--- config.mk ---
export PLATFORM = sky130hd
export DESIGN_NAME = pulse_width_nibble_receiver_flat
export DESIGN_NICKNAME = d
export VERILOG_FILES = /design/src/hdl/pwnr_pkg.sv /design/src/hdl/pwnr_if.sv /design/src/hdl/pwnr_cfg.sv /design/src/hdl/pwnr_core.sv /design/src/hdl/pulse_width_nibble_receiver.sv /design/src/flat_wrapper.sv
export SDC_FILE = /design/constraint.sdc
export NUM_CORES = 1
export LEC_CHECK = 0
export BUFFER_PORTS_ARGS = -buffer_cell sky130_fd_sc_hd__buf_4
export CORE_AREA = 2 2 107 129
export DETAILED_ROUTE_END_ITERATION = 8
export DIE_AREA = 0 0 109 131
export GPL_TIMING_DRIVEN = 0
export MAX_ROUTING_LAYER = met4
export PLACE_DENSITY_LB_ADDON = 0.3
export SETUP_SLACK_MARGIN = 0.05
export SKIP_LAST_GASP = 1
export SYNTH_ARGS = -nofsm -noshare
export SYNTH_HDL_FRONTEND = slang
export SYNTH_HIERARCHICAL = 1
export SYNTH_SLANG_ARGS = --single-unit
--- constraint.sdc ---
create_clock -name i_clk -period 6.9 [get_ports i_clk]
set_input_delay 1.38 -clock i_clk [delete_from_list [all_inputs] [get_ports i_clk]]
set_output_delay 1.38 -clock i_clk [all_outputs]
set_load 0.1 [all_outputs]
--- src/hdl/pwnr_pkg.sv ---
package pwnr_pkg;

    localparam int MAX_NIBBLES = 32;
    localparam int CNT_W       = $clog2(MAX_NIBBLES + 1);
    localparam int TICK_W      = 8;
    localparam int NIB_W       = 4;
    localparam int KIND_W      = 2;
    localparam int PKT_W       = 6;
    localparam int CFG_IDX_W   = 3;

    typedef logic [TICK_W-1:0] t_ticks;
    typedef logic [NIB_W-1:0]  t_nibble;
    typedef logic [CNT_W-1:0]  t_count;
    typedef logic [PKT_W-1:0]  t_pkt_count;

    typedef enum logic [1:0] {
        PH_WAIT,
        PH_PULSE,
        PH_GAP
    } t_phase;

    typedef enum logic [KIND_W-1:0] {
        KIND_NIBBLE  = 2'd0,
        KIND_PARTIAL = 2'd1,
        KIND_END     = 2'd2
    } t_kind;

    typedef enum logic [CFG_IDX_W-1:0] {
        CFG_MIN_ZERO = 3'd0,
        CFG_MAX_ZERO = 3'd1,
        CFG_MIN_ONE  = 3'd2,
        CFG_MAX_ONE  = 3'd3,
        CFG_TIMEOUT  = 3'd4
    } t_cfg_idx;

    localparam t_ticks RST_MIN_ZERO = 8'd11;
    localparam t_ticks RST_MAX_ZERO = 8'd23;
    localparam t_ticks RST_MIN_ONE  = 8'd49;
    localparam t_ticks RST_MAX_ONE  = 8'd61;
    localparam t_ticks RST_TIMEOUT  = 8'd112;

    typedef struct packed {
        t_ticks min_zero;
        t_ticks max_zero;
        t_ticks min_one;
        t_ticks max_one;
        t_ticks timeout;
    } t_cfg;

    typedef struct packed {
        t_kind      kind;
        t_nibble    value;
        logic       bad;
        t_pkt_count nibbles;
        t_nibble    first;
        t_nibble    calc;
        logic       ok;
    } t_result;

endpackage

--- src/hdl/pwnr_if.sv ---
// line sample channel
interface pwnr_sample_if;
    logic valid;
    logic ready;
    logic line_low;

    modport source (output valid, output line_low, input ready);
    modport sink (input valid, input line_low, output ready);
endinterface

// result channel
interface pwnr_result_if;
    logic                       valid;
    logic                       ready;
    logic [pwnr_pkg::KIND_W-1:0] result_kind;
    pwnr_pkg::t_nibble          nibble_value;
    logic                       nibble_bad;
    pwnr_pkg::t_pkt_count       packet_nibbles;
    pwnr_pkg::t_nibble          first_nibble;
    pwnr_pkg::t_nibble          checksum_calc;
    logic                       checksum_ok;

    modport source (output valid, output result_kind, output nibble_value,
                    output nibble_bad, output packet_nibbles, output first_nibble,
                    output checksum_calc, output checksum_ok, input ready);
    modport sink (input valid, input result_kind, input nibble_value,
                  input nibble_bad, input packet_nibbles, input first_nibble,
                  input checksum_calc, input checksum_ok, output ready);
endinterface

// configuration write channel
interface pwnr_cfg_if;
    logic                          valid;
    logic                          ready;
    logic [pwnr_pkg::CFG_IDX_W-1:0] index;
    pwnr_pkg::t_ticks              data;

    modport source (output valid, output index, output data, input ready);
    modport sink (input valid, input index, input data, output ready);
endinterface

--- src/hdl/pwnr_cfg.sv ---
module pwnr_cfg (
    input  logic           i_clk,
    input  logic           i_rst_n,
    pwnr_cfg_if.sink       i_cfg,
    output pwnr_pkg::t_cfg o_cfg
);
    import pwnr_pkg::*;

    t_cfg r_cfg;
    t_cfg n_cfg;

    assign i_cfg.ready = 1'b1;
    assign o_cfg       = r_cfg;

    always_comb begin
        n_cfg = r_cfg;
        if (i_cfg.valid) begin
            unique case (t_cfg_idx'(i_cfg.index))
                CFG_MIN_ZERO: n_cfg.min_zero = i_cfg.data;
                CFG_MAX_ZERO: n_cfg.max_zero = i_cfg.data;
                CFG_MIN_ONE:  n_cfg.min_one  = i_cfg.data;
                CFG_MAX_ONE:  n_cfg.max_one  = i_cfg.data;
                CFG_TIMEOUT:  n_cfg.timeout  = i_cfg.data;
                default:      n_cfg = r_cfg;
            endcase
        end
    end

    always_ff @(posedge i_clk) begin
        if (!i_rst_n) begin
            r_cfg.min_zero <= RST_MIN_ZERO;
            r_cfg.max_zero <= RST_MAX_ZERO;
            r_cfg.min_one  <= RST_MIN_ONE;
            r_cfg.max_one  <= RST_MAX_ONE;
            r_cfg.timeout  <= RST_TIMEOUT;
        end else begin
            r_cfg <= n_cfg;
        end
    end

endmodule

--- src/hdl/pwnr_core.sv ---
module pwnr_core (
    input  logic              i_clk,
    input  logic              i_rst_n,
    input  logic              i_fire,
    input  logic              i_line,
    input  pwnr_pkg::t_cfg    i_cfg,
    output logic              o_res_vld,
    output pwnr_pkg::t_result o_res
);
    import pwnr_pkg::*;

    t_phase  r_phase, n_phase;
    logic    r_prev, n_prev;
    t_ticks  r_elapsed, n_elapsed;
    logic [1:0] r_bit_phase, n_bit_phase;
    t_nibble r_shift, n_shift;
    logic    r_nib_err, n_nib_err;
    t_count  r_total, n_total;
    t_nibble r_xor, n_xor;
    t_nibble r_last, n_last;
    t_nibble r_first, n_first;
    logic    r_pkt_err, n_pkt_err;

    always_comb begin
        logic    rise;
        logic    fall;
        logic    bit_v;
        logic    bad_v;
        t_nibble calc;

        rise = i_line & ~r_prev;
        fall = ~i_line & r_prev;
        bit_v = 1'b0;
        bad_v = 1'b0;
        calc  = t_nibble'((r_xor ^ r_last) + 1'b1);

        n_phase     = r_phase;
        n_prev      = i_line;
        n_elapsed   = r_elapsed;
        n_bit_phase = r_bit_phase;
        n_shift     = r_shift;
        n_nib_err   = r_nib_err;
        n_total     = r_total;
        n_xor       = r_xor;
        n_last      = r_last;
        n_first     = r_first;
        n_pkt_err   = r_pkt_err;
        o_res_vld   = 1'b0;
        o_res       = '0;
        o_res.kind  = KIND_NIBBLE;

        // tick count and packet timeout
        if (r_phase != PH_WAIT) begin
            if (r_elapsed != '1) begin
                n_elapsed = r_elapsed + 1'b1;
            end
            if (n_elapsed >= i_cfg.timeout) begin
                if (r_bit_phase != '0) begin
                    o_res_vld   = 1'b1;
                    o_res.kind  = KIND_PARTIAL;
                    o_res.value = r_shift;
                    o_res.bad   = r_nib_err;
                end else if (r_total > t_count'(2)) begin
                    o_res_vld     = 1'b1;
                    o_res.kind    = KIND_END;
                    o_res.value   = r_last;
                    o_res.bad     = r_pkt_err;
                    o_res.nibbles = t_pkt_count'(r_total);
                    o_res.first   = r_first;
                    o_res.calc    = calc;
                    o_res.ok      = (calc == r_last) && !r_pkt_err;
                end
                n_bit_phase = '0;
                n_shift     = '0;
                n_nib_err   = 1'b0;
                n_total     = '0;
                n_xor       = '0;
                n_last      = '0;
                n_first     = '0;
                n_pkt_err   = 1'b0;
                n_phase     = PH_WAIT;
            end
        end

        if (rise && (n_phase == PH_WAIT || n_phase == PH_GAP)) begin
            if (n_phase == PH_WAIT) begin
                n_bit_phase = '0;
                n_shift     = '0;
                n_nib_err   = 1'b0;
                n_total     = '0;
                n_xor       = '0;
                n_last      = '0;
                n_first     = '0;
                n_pkt_err   = 1'b0;
            end
            n_phase   = PH_PULSE;
            n_elapsed = '0;
        end else if (fall && n_phase == PH_PULSE) begin
            // windows tested in order, first match wins
            if (n_elapsed < i_cfg.min_zero) begin
                bad_v = 1'b1;
            end else if (n_elapsed <= i_cfg.max_zero) begin
                bit_v = 1'b0;
            end else if (n_elapsed < i_cfg.min_one) begin
                bad_v = 1'b1;
            end else if (n_elapsed <= i_cfg.max_one) begin
                bit_v = 1'b1;
            end else begin
                bad_v = 1'b1;
            end

            n_phase     = PH_GAP;
            n_shift     = {n_shift[NIB_W-2:0], bit_v};
            n_nib_err   = n_nib_err | bad_v;
            n_bit_phase = n_bit_phase + 1'b1;
            if (n_bit_phase == '0) begin
                o_res_vld   = 1'b1;
                o_res.kind  = KIND_NIBBLE;
                o_res.value = n_shift;
                o_res.bad   = n_nib_err;
                if (n_total == '0) begin
                    n_first = n_shift;
                end
                if (n_total < t_count'(MAX_NIBBLES)) begin
                    n_total = n_total + 1'b1;
                end
                n_xor     = n_xor ^ n_shift;
                n_last    = n_shift;
                n_pkt_err = n_pkt_err | n_nib_err;
                n_shift   = '0;
                n_nib_err = 1'b0;
            end
        end
    end

    always_ff @(posedge i_clk) begin
        if (!i_rst_n) begin
            r_phase     <= PH_WAIT;
            r_prev      <= 1'b0;
            r_elapsed   <= '0;
            r_bit_phase <= '0;
            r_shift     <= '0;
            r_nib_err   <= 1'b0;
            r_total     <= '0;
            r_xor       <= '0;
            r_last      <= '0;
            r_first     <= '0;
            r_pkt_err   <= 1'b0;
        end else if (i_fire) begin
            r_phase     <= n_phase;
            r_prev      <= n_prev;
            r_elapsed   <= n_elapsed;
            r_bit_phase <= n_bit_phase;
            r_shift     <= n_shift;
            r_nib_err   <= n_nib_err;
            r_total     <= n_total;
            r_xor       <= n_xor;
            r_last      <= n_last;
            r_first     <= n_first;
            r_pkt_err   <= n_pkt_err;
        end
    end

endmodule

--- src/hdl/pulse_width_nibble_receiver.sv ---
// channel    dir  handshake      payload
// i_sample   in   valid/ready    line_low
// o_result   out  valid/ready    result_kind, nibble_value, nibble_bad, packet_nibbles,
//                                first_nibble, checksum_calc, checksum_ok
// i_cfg      in   valid/ready    index, data (always ready)
//
// one line sample is taken every cycle while i_sample.ready is high
// the sample register feeds the decode logic, whose result lands in the output register
// the decode stage advances on a held sample whenever the output register is empty or being drained
// a stalled output holds the sample register, and i_sample.ready drops only then
// reset is synchronous and active low, and loads the default pulse windows
module pulse_width_nibble_receiver (
    input  logic        i_clk,
    input  logic        i_rst_n,
    pwnr_sample_if.sink i_sample,
    pwnr_cfg_if.sink    i_cfg,
    pwnr_result_if.source o_result
);
    import pwnr_pkg::*;

    // sample register
    logic    r_in_vld;
    logic    r_in_line;

    // output register
    logic    r_out_vld;
    t_result r_out;

    t_cfg    cfg;
    logic    fire;
    logic    res_vld;
    t_result res;

    // decode one sample when the result slot can take whatever it produces
    assign fire           = r_in_vld && (!r_out_vld || o_result.ready);
    assign i_sample.ready = !r_in_vld || fire;

    pwnr_cfg u_cfg (
        .i_clk   (i_clk),
        .i_rst_n (i_rst_n),
        .i_cfg   (i_cfg),
        .o_cfg   (cfg)
    );

    pwnr_core u_core (
        .i_clk     (i_clk),
        .i_rst_n   (i_rst_n),
        .i_fire    (fire),
        .i_line    (r_in_line),
        .i_cfg     (cfg),
        .o_res_vld (res_vld),
        .o_res     (res)
    );

    // sample capture
    always_ff @(posedge i_clk) begin
        if (!i_rst_n) begin
            r_in_vld <= 1'b0;
        end else if (i_sample.ready) begin
            r_in_vld <= i_sample.valid;
        end
    end

    always_ff @(posedge i_clk) begin
        if (i_sample.valid && i_sample.ready) begin
            r_in_line <= i_sample.line_low;
        end
    end

    // result slot: refilled on decode, emptied on transfer
    always_ff @(posedge i_clk) begin
        if (!i_rst_n) begin
            r_out_vld <= 1'b0;
        end else if (fire) begin
            r_out_vld <= res_vld;
        end else if (o_result.ready) begin
            r_out_vld <= 1'b0;
        end
    end

    always_ff @(posedge i_clk) begin
        if (fire && res_vld) begin
            r_out <= res;
        end
    end

    assign o_result.valid          = r_out_vld;
    assign o_result.result_kind    = r_out.kind;
    assign o_result.nibble_value   = r_out.value;
    assign o_result.nibble_bad     = r_out.bad;
    assign o_result.packet_nibbles = r_out.nibbles;
    assign o_result.first_nibble   = r_out.first;
    assign o_result.checksum_calc  = r_out.calc;
    assign o_result.checksum_ok    = r_out.ok;

endmodule

--- src/flat_wrapper.sv ---
// flat-port wrapper written by rule: the top's interface ports become plain ports
module pulse_width_nibble_receiver_flat import pwnr_pkg::*;
  (i_clk, i_rst_n, i_sample_valid, i_sample_line_low, i_sample_ready, i_cfg_valid, i_cfg_index, i_cfg_data, i_cfg_ready, o_result_valid, o_result_result_kind, o_result_nibble_value, o_result_nibble_bad, o_result_packet_nibbles, o_result_first_nibble, o_result_checksum_calc, o_result_checksum_ok, o_result_ready);
  pwnr_sample_if i_sample_i ();
  pwnr_cfg_if i_cfg_i ();
  pwnr_result_if o_result_i ();
  input  logic i_clk;
  input  logic i_rst_n;
  input wire logic [$bits(i_sample_i.valid)-1:0] i_sample_valid;
  input wire logic [$bits(i_sample_i.line_low)-1:0] i_sample_line_low;
  output wire logic [$bits(i_sample_i.ready)-1:0] i_sample_ready;
  input wire logic [$bits(i_cfg_i.valid)-1:0] i_cfg_valid;
  input wire logic [$bits(i_cfg_i.index)-1:0] i_cfg_index;
  input wire logic [$bits(i_cfg_i.data)-1:0] i_cfg_data;
  output wire logic [$bits(i_cfg_i.ready)-1:0] i_cfg_ready;
  output wire logic [$bits(o_result_i.valid)-1:0] o_result_valid;
  output wire logic [$bits(o_result_i.result_kind)-1:0] o_result_result_kind;
  output wire logic [$bits(o_result_i.nibble_value)-1:0] o_result_nibble_value;
  output wire logic [$bits(o_result_i.nibble_bad)-1:0] o_result_nibble_bad;
  output wire logic [$bits(o_result_i.packet_nibbles)-1:0] o_result_packet_nibbles;
  output wire logic [$bits(o_result_i.first_nibble)-1:0] o_result_first_nibble;
  output wire logic [$bits(o_result_i.checksum_calc)-1:0] o_result_checksum_calc;
  output wire logic [$bits(o_result_i.checksum_ok)-1:0] o_result_checksum_ok;
  input wire logic [$bits(o_result_i.ready)-1:0] o_result_ready;
  assign i_sample_i.valid = i_sample_valid;
  assign i_sample_i.line_low = i_sample_line_low;
  assign i_sample_ready = i_sample_i.ready;
  assign i_cfg_i.valid = i_cfg_valid;
  assign i_cfg_i.index = i_cfg_index;
  assign i_cfg_i.data = i_cfg_data;
  assign i_cfg_ready = i_cfg_i.ready;
  assign o_result_valid = o_result_i.valid;
  assign o_result_result_kind = o_result_i.result_kind;
  assign o_result_nibble_value = o_result_i.nibble_value;
  assign o_result_nibble_bad = o_result_i.nibble_bad;
  assign o_result_packet_nibbles = o_result_i.packet_nibbles;
  assign o_result_first_nibble = o_result_i.first_nibble;
  assign o_result_checksum_calc = o_result_i.checksum_calc;
  assign o_result_checksum_ok = o_result_i.checksum_ok;
  assign o_result_i.ready = o_result_ready;
  pulse_width_nibble_receiver u_core (.i_clk(i_clk), .i_rst_n(i_rst_n), .i_sample(i_sample_i), .i_cfg(i_cfg_i), .o_result(o_result_i));
endmodule
### After elaboration in Yosys (flattened, before gate mapping)

Index checks and enable logic that the tools add are counted.

* flip-flop bits (word level): 102
* input port bits: 17

* add/subtract/negate cells: 4
* magnitude comparators: 7
* eq/ne operators: 8
* multiplexer cells: 86
* bitwise gates (word level): 11
* reductions and logical operators: 25

Operator list (number)
* 4-bit two-way mux: 25
* 22-bit two-way mux: 3
* 6-bit two-way mux: 7
* 1-bit two-way mux: 33
* 8-bit two-way mux: 4
* 7-bit two-way mux: 4
* 2-bit two-way mux: 9
* 8-bit <= comparator: 2
* 8-bit < comparator: 2
* 15-bit two-way mux: 1
* 2-bit AND reduction: 5
* 8-bit by 1-bit adder with 8-bit output, second input constant: 1
* 8-bit greater-or-equal comparator: 1
* 8-bit != test, second input constant: 1
* 4-bit bitwise XOR: 2
* 6-bit by 1-bit adder with 6-bit output, second input constant: 1
* 3-bit by 2-bit equality test with 1-bit output, second input constant: 2
* 6-bit by 2-bit greater-than comparator with 1-bit output, second input constant: 1
* 1-bit logical AND: 6
* 6-bit logical NOT: 1
* 6-bit < comparator, second input constant: 1
* 2-bit nonzero test: 3
* 1-bit NOT: 5
* 4-bit by 1-bit adder with 4-bit output, second input constant: 1
* 13 further kinds: 20

### Longest topological paths before layout

* depth in word-level cells: 16
* depth in mapped cells: 19
* depth with buffers taken out: 17

### By module

The synthesis kept the hierarchy.

By module, submodules not included
* pwnr_core: times used 1, cells an instance 439, area an instance 3352.0 µm², seq. area each 740.7 µm²
* pwnr_cfg: times used 1, cells an instance 155, area an instance 1605.3 µm², seq. area each 800.8 µm²
* pulse_width_nibble_receiver: times used 1, cells an instance 36, area an instance 803.3 µm², seq. area each 730.7 µm²

### Worst setup path before layout

No wires, ideal clock.

* path type: register to register
* start point: register u_core.u_core.r_elapsed[0]
* end point: register u_core.r_out (netlist bit u_core/o_result.checksum_calc[0]) (enable)
* setup time: 401 ps
* arrival time: 4477 ps
* path slack: 2022 ps
* cell stages (with the launch flop): 20
* path buffers: 2
* clock period less this slack: 4878 ps
* path through: dfxtp_1 ha_1 and3_1 buf_6 nand2_2 o21ai_0 ha_1 a21oi_1 a21oi_1 or3_1 o21ai_1 buf_2 and2_1 ha_1 nand4_1 nor4_1 nand2_1 o21ai_0 nand2_1 nor2_1

* longest elaborated chain between the ends: 12
* elaborated cells on any way between the ends: 23
* classes of those cells: add/sub (2); order compare (1); eq/ne (3); mux (11); reduce/logical (6)

RTL lines
* from (decl): RTL line pwnr_core.sv:14 `t_ticks r_elapsed, n_elapsed;`
* from (signal assigned): RTL line pwnr_core.sv:152 `r_elapsed <= n_elapsed;`
* 8-bit by 1-bit adder with 8-bit output / 8-bit != test (equally long branches): RTL line pwnr_core.sv:55, pwnr_core.sv:54
* 8-bit two-way mux (*): RTL line pwnr_core.sv:54 `if (r_elapsed != '1) begin`
* 8-bit two-way mux (*): RTL line pwnr_core.sv:53 `if (r_phase != PH_WAIT) begin`
* 8-bit greater-or-equal comparator (*): RTL line pwnr_core.sv:57 `if (n_elapsed >= i_cfg.timeout) begin`
* 2-bit two-way mux: RTL line pwnr_core.sv:57
* 2-bit two-way mux: RTL line pwnr_core.sv:53
* 2-bit by 1-bit adder with 2-bit output: RTL line pwnr_core.sv:115 `n_bit_phase = n_bit_phase + 1'b1;`
* 2-bit logical NOT: RTL line pwnr_core.sv:116 `if (n_bit_phase == '0) begin`
* 1-bit two-way mux: RTL line pwnr_core.sv:116
* 1-bit two-way mux: RTL line pwnr_core.sv:98 `end else if (fall && n_phase == PH_PULSE) begin`
* 1-bit two-way mux (*): RTL line pwnr_core.sv:85 `if (rise && (n_phase == PH_WAIT || n_phase == PH_GAP)) begin`
* named net u_core.res_vld: RTL line pulse_width_nibble_receiver.sv:31 `logic res_vld;`
* 1-bit logical AND (*): RTL line pulse_width_nibble_receiver.sv:82 `if (fire && res_vld) begin`
* to (signal assigned): RTL line pulse_width_nibble_receiver.sv:83 `r_out <= res;`
* to (decl): RTL line pulse_width_nibble_receiver.sv:27 `t_result r_out;`

The timed path passes the listed nets; every way through them passes the cells marked *. The select of a mux whose other input is x is not followed.
A chain may end at the register's enable or synchronous reset.

### Final worst setup path

Same ends and word-level chain as after synthesis.

==> impl_metrics.csv <==
group,metric,value,unit
yosys,netlist-cell-type-count,79,
yosys,yosysMostFrequentCell,"dfxtp_1",
sta,finalSetupViolCount,0,
worst_setup_path,cpMaxStageDelayCell,"nor4_1",
worst_setup_path,setup.worst_path.end,"u_core/o_result.checksum_calc[0]",
final_layout,layout.nets,737,
final_layout,insertedDiodeCount,0,
global_routing,grt_pass1_vias,4696,
floorplan,coreArea,0.01307,mm²
worst_setup_path,rr_endpoint,"u_core/o_result.checksum_calc[0]",
final_layout,drive_gt1_frac,0.1412,
final_layout,area.sequential,0.002272,mm²
yosys,synth_async_sr_flop_share,0,
floorplan,initial_core_util,0.4409,
worst_setup_path,worstSetupEndpointType,"register",
placed_design,hpwl,11070,µm
yosys,yosys.area.top_type_share,0.2745,
sta,worst_pin_slew,783.8,ps
clocking,clk_latency,350,ps
route,postRouteAntennaNets,0,
sta,hold_violations,0,
job,max_cap_violations,0,
yosys,synthTopCellsByCount,"dfxtp_1, nand2_1, inv_1",
power,powerDensity,199.1,mW/mm²
clocking,cts-resized-gates,0,
power,p_leak,0.002829,µW
yosys,netlist_instances,630,
route,viasPerCell,5.661,
route,firstDrtPassIters,5,
final_layout,fillCellCount,1224,
worst_setup_path,crit_arrival,5470,ps
global_routing,overflow,0,
yosys,seq_area_frac_synth,0.3944,
clocking,cts_max_path_buffers,2,
final_layout,fin_util,0.5062,
global_routing,grt_usage,0.2179,
yosys,synth_enable_flop_cells,23,
yosys,synth_area,0.005761,mm²
worst_setup_path,critPathMostFrequentCell,"ha_1",
floorplan,die_w,109,µm
clocking,h-tree-depth,3,
yosys,synth.avg_cell_area,9.144,µm²
clocking,numCtsBuffers,9,
placed_design,dpl_worst_slack,1624,ps
clocking,cts_tree,"done",
floorplan,rows,46,
worst_hold_path,hp-class,"register to register",
floorplan,io_pins,42,
placed_design,place.gp.congestion,0.8988,
sta,clock-skew-final,7.681,ps
sta,rsz0062_at_grt,"no",
global_routing,grt_pass1_wl,23220,µm
sta,setup_ws,1480,ps
power,p_total,1317,µW
sta,fmax,184.5,MHz
placed_design,port_buffers,40,
route,drt-total-wl,14400,µm
power,vdd_drop_max,0.1386,mV
yosys,yosys_warnings,6,
placed_design,place_inst,839,
outcome,status,"completed",
sta,fin_crit_sh,0.7855,
worst_setup_path,cp-start-kind,"register",
clocking,cts.sinks,102,
worst_setup_path,criticalPathCategory,"register to register",
yosys,synth_seq_cells,102,
global_routing,antenna_found_initial,0,
worst_setup_path,r2r_cells,20,
sta,period_minus_slack,5420,ps
worst_setup_path,crit_buf_inv,3,
sta,setup_tns,0,ps
final_layout,final_cells,855,
worst_setup_path,cp.required,6950,ps
worst_setup_path,slowest_delay,630,ps
worst_setup_path,crit_fanout,21,
yosys,yosys.area.top_type,"dfxtp_1",
worst_setup_path,worstReg2RegStart,"u_core/u_core/r_elapsed[0]",
final_layout,multi_input_area,0.003166,mm²
clocking,holdBufCountCts,0,
clocking,postCtsSetupRepairBufs,0,
yosys,netlist_top_cells_area,"dfxtp_1, edfxtp_1, ha_1",
worst_setup_path,cp_num_cells,20,
worst_setup_path,ff2ff_setup_slack,1480,ps
yosys,synthFlopType,"dfxtp_1",
sta,relSlewSlack,0.4727,
floorplan,dieArea,0.01428,mm²
worst_setup_path,crit_chain,"ha_1 -> and3_1 -> buf_6 -> nand2_2 -> o21ai_0 -> ha_1 -> a21oi_1 -> a21oi_1 -> or3_1 -> o21ai_1 -> buf_2 -> and2_1 -> ha_1 -> nand4_1 -> nor4_1 -> nand2_1 -> o21ai_0 -> nand2_1 -> nor2_2 -> buf_8",
sta,report.final.slew_viol_count,0,
yosys,synth_fp_nets,685,
route,vias,4840,
clocking,clkTransAtPathRegs,70,ps
route,drt_iter0_drc,252,
floorplan,die_h,131,µm
final_layout,area_growth,14.81,%
worst_setup_path,crit_start,"u_core/u_core/r_elapsed[0]",
route,drc,0,
clocking,cts_root_buffer,"clkbuf_16",
global_routing,grt_start_max_net_pins,22,
route,wire_per_inst,16.85,µm
worst_setup_path,path_delay_family,"simple AND/OR/NAND/NOR gates",
registers in the layout (all words and copies together), names as in the netlist, 2 cells and up:
register,cells
u_core/o_result.packet_nibbles,6
u_core/o_result.nibble_value,4
u_core/u_core/r_total,6
u_core/u_core/r_phase,2
u_core/u_core/r_first,4
u_core/u_core/r_elapsed,8
u_core/u_core/r_last,4
u_core/u_core/r_bit_phase,2
u_core/o_result.result_kind,2
u_core/u_core/r_shift,4
u_core/u_cfg/o_cfg,40
u_core/o_result.first_nibble,4
u_core/o_result.checksum_calc,4
u_core/u_core/r_xor,4
where the power goes:
| group | internal, µW | switching, µW |
|---|---|---|
| clock | 316 | 230 |
| combinational | 55.9 | 95.2 |
| sequential | 615 | 5.52 |
| total | 987 | 330 |
cell type report:
cell class                      instances  share of cell area
Sequential cell                       102              0.3435
Multi-Input combinational cell        452              0.4786
Clock buffer                           11             0.03992
Buffer                                 32             0.02421
Timing Repair Buffer                   41             0.04767
Clock inverter                          5            0.009270
Tap cell                              168             0.03178
Inverter                               44             0.02497
cell usage in the layout (no fill, tap or decap), types with 5 or more instances in the layout:
master	instances
nand3_1	15
edfxtp_1	23
a31oi_1	6
nor3_1	6
a22o_1	9
a21o_1	6
nor2_1	38
a211oi_1	7
xnor2_1	6
inv_1	43
clkbuf_16	10
nand2_1	76
and3_1	11
mux2i_1	41
and2_1	13
nor2b_1	27
nand2b_1	8
xor2_1	5
buf_2	11
o21ai_1	7
buf_4	41
dfxtp_1	79
a21oi_1	18
clkbuf_1	16
o21ai_0	17
ha_1	38
nand4_1	9
through the flow:
| stage | cell area (µm²) | hold WS [ps] |
|---|---|---|
| after floorplan | 5761 | 414.9 |
| after global placement | 6271 | 432.7 |
| after detailed placement | 6289 | 434.7 |
| after CTS | 6614 | 444.7 |
| after global routing | 6614 | 475.3 |
| final | 6614 | 439.4 |
routing by layer:
metal	global-route usage	wire length [µm]	vias to the layer above
met2	0.3891	7371	131
met1	0.2462	6104	2314
li1	-	-	2369
met3	0.02381	531	26
met4	0.09050	395	0
met5	-	0	-
cell families (layout without fill, tap and decap cells):
| logic type | Yosys count | count (layout) | share of synthesized area |
|---|---|---|---|
| buffers and inverters | 76 | 133 | 0.05647 |
| adder cells (fa/ha/maj) | 38 | 38 | 0.08254 |
| multiplexers | 43 | 43 | 0.07515 |
| AND/OR/NAND/NOR | 239 | 239 | 0.2209 |
| AO/OA/AOI/OAI | 120 | 120 | 0.1531 |
| XOR/XNOR | 11 | 11 | 0.01672 |
| flip-flops | 102 | 102 | 0.3944 |
| other | 1 | 1 | 0.0006510 |
how the worst min path moves through the flow:
stage	from	end	slack, ps	cells past startpoint
final	u_core/u_core/r_first[0]	u_core/u_core/r_first[0]	440	2
after detailed placement	u_core/u_core/r_first[0]	u_core/u_core/r_first[0]	430	2
after CTS	u_core/u_core/r_first[0]	u_core/u_core/r_first[0]	440	2
after global routing	u_core/u_core/r_first[0]	u_core/u_core/r_first[0]	480	2
after floorplan	u_core/u_core/r_first[0]	u_core/u_core/r_first[0]	410	2
after global placement	u_core/u_core/r_first[0]	u_core/u_core/r_first[0]	430	2
worst reg2reg max path: stages, from the launching register on:
cell     delay (ps)
dfxtp_1         510
ha_1            290
and3_1          200
buf_6           130
nand2_2         120
o21ai_0         160
ha_1            310
a21oi_1         150
a21oi_1         140
or3_1           440
o21ai_1         240
buf_2           270
and2_1          170
ha_1            220
nand4_1         180
nor4_1          640
nand2_1         260
o21ai_0         180
nand2_1         120
nor2_2          160
buf_8           210
(Power assumes the default switching activity.)
